**src/rtl/qrs_pkg.sv**
```systemverilog
// Package for the quadratic root solver: default sizes, root count codes
// and width helpers shared by the front, the queue and the back end.
// No dependencies.
`timescale 1ns / 1ps
package qrs_pkg;

	localparam int COEF_WIDTH_DEF = 16;
	localparam int FRAC_BITS_DEF = 16;
	localparam int ROOT_WIDTH = 40;
	localparam int QUEUE_DEPTH = 4;

	localparam logic [1:0] CNT_NONE = 2'd0;
	localparam logic [1:0] CNT_ONE = 2'd1;
	localparam logic [1:0] CNT_TWO = 2'd2;
	localparam logic [1:0] CNT_INF = 2'd3;

	// Signed discriminant b*b - 4*a*c.
	function automatic int f_disc_w(input int cw);
		return 2 * cw + 2;
	endfunction

	// Square root of the positive discriminant scaled by 2^(2*frac).
	function automatic int f_sqrt_w(input int cw, input int fr);
		return (f_disc_w(cw) - 1 + 2 * fr + 1) / 2;
	endfunction

	// Signed numerator (-b scaled, plus or minus the root) with margin.
	function automatic int f_num_w(input int cw, input int fr);
		int a;
		int b;
		a = cw + fr + 1;
		b = f_sqrt_w(cw, fr) + 1;
		return ((a > b) ? a : b) + 1;
	endfunction

	// Divisor magnitude: |2a| or |b|.
	function automatic int f_den_w(input int cw);
		return cw + 1;
	endfunction

	// Queue entry: count, clear flag, numerator, divisor sign and magnitude, radicand.
	function automatic int f_queue_w(input int cw, input int fr);
		return 2 + 1 + f_num_w(cw, fr) + 1 + f_den_w(cw) + 2 * f_sqrt_w(cw, fr);
	endfunction

endpackage

```
**src/rtl/qrs_queue.sv**
```systemverilog
// Short register queue between the front end and the back end.
// Depends on qrs_pkg for its depth.
`timescale 1ns / 1ps
module qrs_queue #(
	parameter int QW = 8
) (
	input logic clk,
	input logic arst_n,
	input logic push,
	input logic [QW-1:0] wdata,
	output logic full,
	input logic pop,
	output logic nonempty,
	output logic [QW-1:0] rdata
);
	import qrs_pkg::*;

	localparam int AW = $clog2(QUEUE_DEPTH);

	logic [QW-1:0] mem_q [0:QUEUE_DEPTH-1];
	logic [AW-1:0] wr_q, rd_q;
	logic [AW:0] cnt_q;

	assign full = (cnt_q == (AW+1)'(QUEUE_DEPTH));
	assign nonempty = (cnt_q != '0);
	assign rdata = mem_q[rd_q];

	always_ff @(posedge clk or negedge arst_n) begin
		if (!arst_n) begin
			wr_q <= '0;
			rd_q <= '0;
			cnt_q <= '0;
		end else begin
			if (push) wr_q <= wr_q + 1'b1;
			if (pop) rd_q <= rd_q + 1'b1;
			if (push && !pop) cnt_q <= cnt_q + 1'b1;
			else if (pop && !push) cnt_q <= cnt_q - 1'b1;
		end
	end

	always_ff @(posedge clk) begin
		if (push) mem_q[wr_q] <= wdata;
	end

endmodule

```
**config.mk**
```make
export PLATFORM = sky130hd
export DESIGN_NAME = qrs_queue
export DESIGN_NICKNAME = d
export VERILOG_FILES = /design/src/rtl/qrs_pkg.sv /design/src/rtl/qrs_queue.sv
export SDC_FILE = /design/constraint.sdc
export NUM_CORES = 1
export LEC_CHECK = 0
export BUFFER_PORTS_ARGS = -buffer_cell sky130_fd_sc_hd__buf_4
export CAP_MARGIN = 20
export CORE_MARGIN = 2
export CORE_UTILIZATION = 52
export CTS_BUF_LIST = sky130_fd_sc_hd__clkbuf_4
export CTS_CLUSTER_DIAMETER = 40
export CTS_CLUSTER_SIZE = 20
export DETAILED_ROUTE_END_ITERATION = 7
export PLACE_DENSITY = 0.76
export SETUP_SLACK_MARGIN = 0.4
export SLEW_MARGIN = 20
export SYNTH_ARGS = -nofsm -noshare
export SYNTH_HDL_FRONTEND = slang
export SYNTH_SLANG_ARGS = --single-unit
```
**constraint.sdc**
```tcl
create_clock -name clk -period 1.4 [get_ports clk]
set_input_delay 0.07 -clock clk [delete_from_list [all_inputs] [get_ports clk]]
set_output_delay 0.07 -clock clk [all_outputs]
set_load 0.03 [all_outputs]
```
==> flow_metrics.tcl <==
set metrics [dict create \
    rows 19 \
    crit_fanout 4 \
    placed_cells 130 \
    synth.distinct_cells 17 \
    worstSetupPathType "flop to primary output" \
    syn_avg_cell_area_um2 20.38 \
    wl_met1_mm 1.167 \
    core_area_um2 2805 \
    clockBufferDepth 2 \
    finalCriticalPeriod_ps 1661 \
    status "finished with violations" \
    rsz0062_at_grt "true" \
    synth_area_um2 1549 \
    h-tree-depth 2 \
    p_per_area_nw_per_um2 2063 \
    grt-ovfl-total 0 \
    area_delta_synth_final_pct 34.57 \
    nFillCells 174 \
    synth-async-reset-ratio_pct 17.95 \
    drt-pass1-iter-count 4 \
    violations "negative setup slack" \
    clock_sinks 39 \
    clock_skew_ps 2.652 \
    ant_nets 0 \
    grt_max_degree 12 \
    ys_top_cells_by_area "edfxtp_1 62%, mux4_2 12%, dfrtp_1 11%" \
    wire_per_inst_um 18.08 \
    cp-start-kind "flop" \
    design_area_um2 2085 \
    route.top_layer_used "met4" \
    grt_antenna_before_repair 0 \
    cts.clk_slew.worst_paths_ps 100 \
    clock_latency_ps 340 \
    grt_pass1_vias 866 \
    slew_violations 0 \
    r2r_cells 4 \
    cts_root_buf "clkbuf_4" \
    synth_top_area_share_pct 62.04 \
    tightest_slew_ps 443.9 \
    nets 140 \
    synth_most_common_cell "edfxtp_1" \
    slew-limit-headroom_pct 70.41 \
    syn_inst 76 \
    drt_iter0_drc 11 \
    ys.flop_type "edfxtp_1" \
    synth_area_leader_cell "edfxtp_1" \
    synth_edf_count 32 \
    fmax_mhz 602.2 \
    yosys_warnings 0 \
    wl_met3_um 124 \
    placed_cell_area_um2 1784 \
    cts_inserted_buffers 5 \
    drive_above_1_share_pct 49.59 \
    power_leakage_uw 0.0007856 \
    end_kind "primary output" \
    numPortBuffers 21 \
    routed-via-count 817 \
    cap_violations 0 \
    wl_met2_mm 1.447 \
    fin_cells 154 \
    min-delay-path-class "input pin to flop" \
    cp.required_ps 1330 \
    worstPathArrival_ps 1590 \
    hold_violations 0 \
    via_per_inst 5.305 \
    syn_nets 94 \
    cts_tree "built" \
    grt_first_pass_wirelength_mm 4.471 \
    pin_count 22 \
    synth_common_cells "32 x edfxtp_1, 8 x mux4_2, 7 x dfrtp_1" \
    final.period_utilization_pct 118.6 \
    synth-seq-cells 39 \
    fp.dieH_um 58.58 \
    fp.dieW_um 58.58 \
    hold_depth 3 \
    start_util_pct 55.22 \
    gp_congestion 0.6179 \
    ys_seq_area_share_pct 73.34 \
    grt.total_usage_pct 19.43 \
    antenna_cells 0 \
    peakVddDrop_mv 1.231 \
    finalSetupViolCount 8 \
    dieArea_um2 3432 \
    layout_setup_ws_ps -260.6 \
    wl_mm 2.784 \
    hpwl_mm 1.710 \
    drc 0 \
]
[report_power, final]
part           total, uW  switching (uW)  internal (uW)
clock                553             348            205
combinational       1970             937           1030
sequential          1780             218           1560
[layout by cell type (no fill, tap or decap), drive strengths merged]
master	n
ha	5
nor3b	1
and2	4
nor2	1
fa	1
mux2	1
or3	1
inv	4
nand2	2
dfrtp	7
xor2	4
clkinv	2
buf	31
clkbuf	6
mux4	8
edfxtp	32
xnor2	2
o21ai	1
dlygate4sd3	10
[through the flow]
stage	setup WS [ps]	total power (uW)	hold WS (ps)	setup TNS (ps)	utilization, %
2_1_floorplan	166.2	2802	-225.6	0	-
3_3_place_gp	65.84	3261	-110.9	0	63.60
3_5_place_dp	-28.56	3316	-109.1	-28.56	63.60
4_1_cts	-284.3	4278	30.15	-2209	73.91
5_1_grt	-327.2	4537	49.16	-2561	74.31
6_report	-260.6	4300	49.91	-1980	74.31
[worst max-delay path, cell delays in order (launching register included)]
cell and delay, ps:
dfrtp_1 420, buf_6 150, mux4_2 520, buf_6 160
[flip-flops by register name (all words and copies together) (netlist names)]
name	count
rd_q	2
cnt_q	3
wr_q	2
mem_q	32
[area by class of cell]
cell class | instances | area [um2] | share of cell area (%)
Sequential cell | 39 | 1139 | 54.62
Multi-Input combinational cell | 31 | 455.4 | 21.85
Timing Repair Buffer | 41 | 381.6 | 18.31
Clock buffer | 6 | 45.04 | 2.161
Tap cell | 31 | 38.79 | 1.861
Inverter | 4 | 17.52 | 0.8403
Clock inverter | 2 | 7.507 | 0.3601
[worst paths after layout]
path                       startpoint       end  slack, ps
max                           rd_q[0]  rdata[4]       -260
min                              push   wr_q[0]         50
max reg2reg                  cnt_q[1]  cnt_q[2]         20
min reg2reg                  cnt_q[0]  cnt_q[0]        560
max in group asynchronous      arst_n   wr_q[0]       1170
min in group asynchronous      arst_n  cnt_q[2]         90
[timing repair]
| action | 4_1_cts | 5_1_grt |
|---|---|---|
| resized for setup | 24 | 3 |
| setup endpoints to repair | 45 | 45 |
| hold buffers | 10 | 0 |
| cloned | 0 | 0 |
| pin swaps | 7 | 4 |
| setup buffers | 5 | 1 |
| hold endpoints to repair | 41 | 0 |
[per-layer routing]
layer,vias up,track usage (%)
met3,6,7.253
met1,411,23.84
met2,20,31.94
met5,-,0
met4,0,6.818
li1,380,-
[cell families (layout without fill, tap and decap cells)]
group | after synthesis | after routing | share of synthesized area (%)
flops | 39 | 39 | 73.34
buf+inv | 6 | 53 | 2.019
compound gates | 1 | 1 | 0.3228
xor+xnor | 6 | 6 | 3.393
mux | 9 | 9 | 12.36
simple gates | 9 | 9 | 3.231
fa+ha+maj | 6 | 6 | 5.331
Power figures use the tool's default switching activity.
