==> config.mk <==
export PLATFORM = sky130hd
export DESIGN_NAME = qrs_front_flat
export DESIGN_NICKNAME = d
export VERILOG_FILES = /design/src/rtl/qrs_pkg.sv /design/src/rtl/qrs_in_if.sv /design/src/rtl/qrs_front.sv /design/src/flat_wrapper.sv
export SDC_FILE = /design/constraint.sdc
export NUM_CORES = 2
export LEC_CHECK = 0
export ABC_AREA = 1
export BUFFER_PORTS_ARGS = -buffer_cell sky130_fd_sc_hd__buf_2
export CORE_MARGIN = 1
export CORE_UTILIZATION = 30
export DETAILED_ROUTE_END_ITERATION = 12
export SYNTH_ARGS = -nofsm -noshare
export SYNTH_HDL_FRONTEND = slang
export SYNTH_SLANG_ARGS = --single-unit
==> constraint.sdc <==
create_clock -name clk -period 14.2 [get_ports clk]
set_input_delay 1.42 -clock clk [delete_from_list [all_inputs] [get_ports clk]]
set_output_delay 1.42 -clock clk [all_outputs]
set_load 0.05 [all_outputs]
==> src/rtl/qrs_pkg.sv <==
// Package for the quadratic root solver: default sizes, root count codes
// and width helpers shared by the front, the queue and the back end.
// No dependencies.
`timescale 1ns / 1ps
package qrs_pkg;

	localparam int COEF_WIDTH_DEF = 16;
	localparam int FRAC_BITS_DEF = 16;
	localparam int ROOT_WIDTH = 40;
	localparam int QUEUE_DEPTH = 4;

	localparam logic [1:0] CNT_NONE = 2'd0;
	localparam logic [1:0] CNT_ONE = 2'd1;
	localparam logic [1:0] CNT_TWO = 2'd2;
	localparam logic [1:0] CNT_INF = 2'd3;

	// Signed discriminant b*b - 4*a*c.
	function automatic int f_disc_w(input int cw);
		return 2 * cw + 2;
	endfunction

	// Square root of the positive discriminant scaled by 2^(2*frac).
	function automatic int f_sqrt_w(input int cw, input int fr);
		return (f_disc_w(cw) - 1 + 2 * fr + 1) / 2;
	endfunction

	// Signed numerator (-b scaled, plus or minus the root) with margin.
	function automatic int f_num_w(input int cw, input int fr);
		int a;
		int b;
		a = cw + fr + 1;
		b = f_sqrt_w(cw, fr) + 1;
		return ((a > b) ? a : b) + 1;
	endfunction

	// Divisor magnitude: |2a| or |b|.
	function automatic int f_den_w(input int cw);
		return cw + 1;
	endfunction

	// Queue entry: count, clear flag, numerator, divisor sign and magnitude, radicand.
	function automatic int f_queue_w(input int cw, input int fr);
		return 2 + 1 + f_num_w(cw, fr) + 1 + f_den_w(cw) + 2 * f_sqrt_w(cw, fr);
	endfunction

endpackage

==> src/rtl/qrs_in_if.sv <==
// Equation channel: valid/ready handshake carrying coefficients a, b, c.
// No dependencies.
`timescale 1ns / 1ps
interface qrs_in_if #(
	parameter int COEF_WIDTH = 16
) ();
	logic valid;
	logic ready;
	logic signed [COEF_WIDTH-1:0] coef_a;
	logic signed [COEF_WIDTH-1:0] coef_b;
	logic signed [COEF_WIDTH-1:0] coef_c;

	modport source(output valid, output coef_a, output coef_b, output coef_c, input ready);
	modport sink(input valid, input coef_a, input coef_b, input coef_c, output ready);
endinterface

==> src/rtl/qrs_front.sv <==
// Front end: accepts equations, forms b*b and a*c, then the discriminant,
// and classifies each item into a queue entry. Depends on qrs_pkg, qrs_in_if.
`timescale 1ns / 1ps
module qrs_front #(
	parameter int COEF_WIDTH = qrs_pkg::COEF_WIDTH_DEF,
	parameter int FRAC_BITS = qrs_pkg::FRAC_BITS_DEF,
	parameter int QW = qrs_pkg::f_queue_w(COEF_WIDTH, FRAC_BITS)
) (
	input logic clk,
	input logic arst_n,
	qrs_in_if.sink eqn,
	input logic q_full,
	output logic q_push,
	output logic [QW-1:0] q_data
);
	import qrs_pkg::*;

	localparam int CW = COEF_WIDTH;
	localparam int DW = f_disc_w(CW);
	localparam int SW = f_sqrt_w(CW, FRAC_BITS);
	localparam int NW = f_num_w(CW, FRAC_BITS);
	localparam int DMW = f_den_w(CW);

	logic v_s1;
	logic signed [CW-1:0] a_s1, b_s1, c_s1;
	logic signed [2*CW-1:0] bb_s1, ac_s1;
	logic adv;

	logic signed [DW-1:0] disc;
	logic [DW-2:0] disc_mag;
	logic signed [DMW-1:0] a_ext, b_ext;
	logic [DMW-1:0] a_mag, b_mag;
	logic [1:0] cnt;
	logic clr2;
	logic signed [NW-1:0] num;
	logic dneg;
	logic [DMW-1:0] dmag;
	logic [2*SW-1:0] rad;

	assign adv = !v_s1 || !q_full;
	assign eqn.ready = adv;
	assign q_push = v_s1 && !q_full;

	always_ff @(posedge clk or negedge arst_n) begin
		if (!arst_n) begin
			v_s1 <= 1'b0;
		end else if (adv) begin
			v_s1 <= eqn.valid;
		end
	end

	always_ff @(posedge clk) begin
		if (adv && eqn.valid) begin
			a_s1 <= eqn.coef_a;
			b_s1 <= eqn.coef_b;
			c_s1 <= eqn.coef_c;
			bb_s1 <= eqn.coef_b * eqn.coef_b;
			ac_s1 <= eqn.coef_a * eqn.coef_c;
		end
	end

	assign disc = DW'(bb_s1) - (DW'(ac_s1) <<< 2);
	assign disc_mag = disc[DW-2:0];
	assign a_ext = DMW'(a_s1);
	assign b_ext = DMW'(b_s1);
	assign a_mag = a_s1[CW-1] ? unsigned'(-a_ext) : unsigned'(a_ext);
	assign b_mag = b_s1[CW-1] ? unsigned'(-b_ext) : unsigned'(b_ext);

	always_comb begin
		cnt = CNT_NONE;
		clr2 = 1'b1;
		num = '0;
		dneg = 1'b0;
		dmag = DMW'(1);
		rad = '0;
		if (a_s1 == '0) begin
			if (b_s1 != '0) begin
				cnt = CNT_ONE;
				num = -(NW'(c_s1) <<< FRAC_BITS);
				dneg = b_s1[CW-1];
				dmag = b_mag;
			end else begin
				cnt = (c_s1 == '0) ? CNT_INF : CNT_NONE;
			end
		end else if (!disc[DW-1]) begin
			// A zero discriminant runs through the same path with a zero root,
			// so both roots come out equal.
			cnt = (disc == '0) ? CNT_ONE : CNT_TWO;
			clr2 = 1'b0;
			num = -(NW'(b_s1) <<< FRAC_BITS);
			dneg = a_s1[CW-1];
			dmag = a_mag << 1;
			rad = (2*SW)'(disc_mag) << (2 * FRAC_BITS);
		end
	end

	assign q_data = {cnt, clr2, num, dneg, dmag, rad};

endmodule

==> src/flat_wrapper.sv <==
// flat-port wrapper written by rule: the top's interface ports become plain ports
module qrs_front_flat import qrs_pkg::*;
#(
	parameter int COEF_WIDTH = qrs_pkg::COEF_WIDTH_DEF,
	parameter int FRAC_BITS = qrs_pkg::FRAC_BITS_DEF,
	parameter int QW = qrs_pkg::f_queue_w(COEF_WIDTH, FRAC_BITS)
)
  (clk, arst_n, q_full, q_push, q_data, eqn_valid, eqn_coef_a, eqn_coef_b, eqn_coef_c, eqn_ready);
  qrs_in_if #(.COEF_WIDTH(COEF_WIDTH)) eqn_i ();
  input logic clk;
  input logic arst_n;
  input logic q_full;
  output logic q_push;
  output logic [QW-1:0] q_data;
  input wire logic [$bits(eqn_i.valid)-1:0] eqn_valid;
  input wire logic [$bits(eqn_i.coef_a)-1:0] eqn_coef_a;
  input wire logic [$bits(eqn_i.coef_b)-1:0] eqn_coef_b;
  input wire logic [$bits(eqn_i.coef_c)-1:0] eqn_coef_c;
  output wire logic [$bits(eqn_i.ready)-1:0] eqn_ready;
  assign eqn_i.valid = eqn_valid;
  assign eqn_i.coef_a = eqn_coef_a;
  assign eqn_i.coef_b = eqn_coef_b;
  assign eqn_i.coef_c = eqn_coef_c;
  assign eqn_ready = eqn_i.ready;
  qrs_front #(.COEF_WIDTH(COEF_WIDTH), .FRAC_BITS(FRAC_BITS), .QW(QW)) u_core (.clk(clk), .arst_n(arst_n), .eqn(eqn_i), .q_full(q_full), .q_push(q_push), .q_data(q_data));
endmodule
==> run summary <==
Hold Path Class: reg2reg
Cell count after synthesis: 3,307
IO Port Bufs: 125
Post-Route WL: 69,220 µm
Largest cells by area after synthesis: fa_1 37%, inv_1 13%, edfxtp_1 12%
Outcome: complete, no violations
Number of synthesized flops with an enable pin: 110
Post-CTS setup buffer count: 0
Critical path origin: eqn_coef_b[15]
Commonest cells post-synth: 967 x inv_1, 628 x nand2_1, 497 x fa_1
Row cnt: 109
Hold Crit Start: u_core.v_s1$_DFFE_PN0N_
Placer Congestion: 0.9237
Worst R2R Start: u_core.v_s1$_DFFE_PN0N_
Post-route ant nets: 0
Max-slew headroom: 29.40%
Count of distinct cell types in the synthesized netlist: 61
Crit Path Category: in2reg
Hold Path Depth: 2
Critical path startpoint category: input port
Io pins: 176
Crit path DAT: 7.11 ns
Nets@finish: 4,097
Final min period: 7.007 ns
Initial antenna violation count: 1
Setup crit end kind: flip-flop
Final hold vios: 0
Share of layout cells above drive strength 1: 6.639%
H-tree depth: 3
Clock Latency Late Sink: 0.37 ns
Worst-margin pin slew: 1.059 ns
Sequential share of the synthesized area: 12.27%
Drt initial violations: 1,183
Synth Cell Area: 27,120 µm²
Async S/R FF share, synth: 0.9009%
Clk pin slew, worst setup/hold paths: 0.07 ns
Top-count cell post-synth: inv_1
Core Area: 88,920 µm²
Worst path required time: 14.31 ns
Cts hold-fix bufs: 0
Detail Placement HPWL: 58,580 µm
Total track usage: 15.64%
CTS sink cnt: 111
DIE AREA: 91,600 µm²
First-pass GRT wire length: 112,200 µm
Setup_tns: 0 ns
Slew Limit Fails: 0
Worst Path Max Fanout: 26
Starting Density: 30.50%
Resized cells post-CTS: 0
Die Y: 302.7 µm
Fillers: 9,449
Unrepaired setup endpoints after global routing: false
Post-layout util: 32.47%
DIE WIDTH: 302.7 µm
Max Clk Rate: 0.1427 GHz
Period utilization: 49.34%
Remaining DRCs: 0
Root Driver: clkbuf_16
Largest net degree at the start of global routing: 65
WL/cell: 15.34 µm
Clock Skew: 0.007480 ns
DRT Pass-1 Iters: 7
Synthesized area per cell: 8.200 µm²
Flops & latches, synth: 111
# placed instances: 4,493
Largest area contributor in the netlist: fa_1
P&R area growth vs syn: 6.478%
Grt total ovfl: 0
Final setup viols: 0
Inserted Clock Buffers: 9
Vias in the first global route: 21,455
Longest Clk Path Bufs: 2
CTS tree: yes
Share of the synthesized area in the top cell type: 36.69%
MaxCap Viol Count: 0
Cells on worst reg2reg path: 3
Vias: 20,491
Vias per cell: 4.541
Final cell count without fillers: 4,512
Top_reg_cell synth: edfxtp_1
Yosys warnings: 0
## cell families after synthesis
family	synth area share, %
other cells	0.01383
simple gates	14.79
buf+inv	16.66
fa+ha+maj	46.33
flops	12.27
xor+xnor	3.903
compound gates	6.031
## through the flow
stage / hold WS [ns] / area, µm² / worst slack (ns)
finish: 0.5895 / 28870 / 7.193
detailed placement: 0.5775 / 28580 / 6.751
CTS: 0.5962 / 28870 / 7.144
global placement: 0.5723 / 28580 / 6.790
global route: 0.6316 / 28870 / 6.827
floorplan: 0.8126 / 27300 / 6.820
## worst max-delay path: stages
cell      delay [ns]
buf_2           0.41
nand2_1         0.19
inv_1           0.11
fa_1            0.56
fa_1            0.90
fa_1            0.53
fa_1            0.50
fa_1            0.49
inv_1           0.05
fa_1            0.47
inv_1           0.04
ha_1            0.33
a21oi_1         0.21
o21ai_0         0.13
nand2_1         0.08
o211a_1         0.14
o221ai_1        0.14
nand2_1         0.10
nand2_1         0.05
nand2_1         0.05
nand2_1         0.06
xor2_1          0.15
## routing by layer
metal	vias to the layer above	part of all wire (%)	GRT usage, %
li1	9698	-	-
met1	10155	42	19.47
met2	545	51	28.68
met3	91	4.2	1.618
met4	2	2.3	3.912
met5	-	0.019	0
## sequential cells by signal, indices dropped and copies added (netlist names)
name and cells:
u_core.ac_s1 32, u_core.bb_s1 31, u_core.a_s1 16, u_core.c_s1 16, u_core.b_s1 15, u_core.v_s1 1
## cell usage in the layout, fill, tap and decap left out, types with 61 or more instances in the layout
cell type,synthesis,routed
nand3_1,61,61
inv_1,967,967
xor2_1,76,76
fa_1,497,497
edfxtp_1,110,110
nor2_1,154,154
ha_1,209,209
o21ai_0,62,62
nand2_1,628,628
a21oi_1,105,104
buf_2,4,125
## final cells by class
| cell class | instances | area (µm²) | share of cell area, % |
|---|---|---|---|
| multi-input cells | 2108 | 19470 | 67.42 |
| inverters | 981 | 3682 | 12.75 |
| flip-flops and latches | 111 | 3328 | 11.53 |
| well taps | 1165 | 1458 | 5.048 |
| repair buffers | 128 | 648.1 | 2.245 |
| clock buffers | 10 | 229.0 | 0.7930 |
| clock inverters | 6 | 53.80 | 0.1863 |
| diodes | 3 | 7.507 | 0.02600 |
## path summary, 6_finish.rpt
kind	to	slack (ns)
worst max-delay path	u_core.bb_s1[31]$_DFFE_PP_	7.19
worst min-delay path	u_core.v_s1$_DFFE_PN0N_	0.59
worst max register to register	u_core.ac_s1[23]$_DFFE_PP_	11.91
worst min register to register	u_core.v_s1$_DFFE_PN0N_	0.59
max in group asynchronous	u_core.v_s1$_DFFE_PN0N_	13.30
min in group asynchronous	u_core.v_s1$_DFFE_PN0N_	0.81
Power is not shown: default switching activity piles up to over one toggle a cycle in this logic, so the estimate is an artifact.
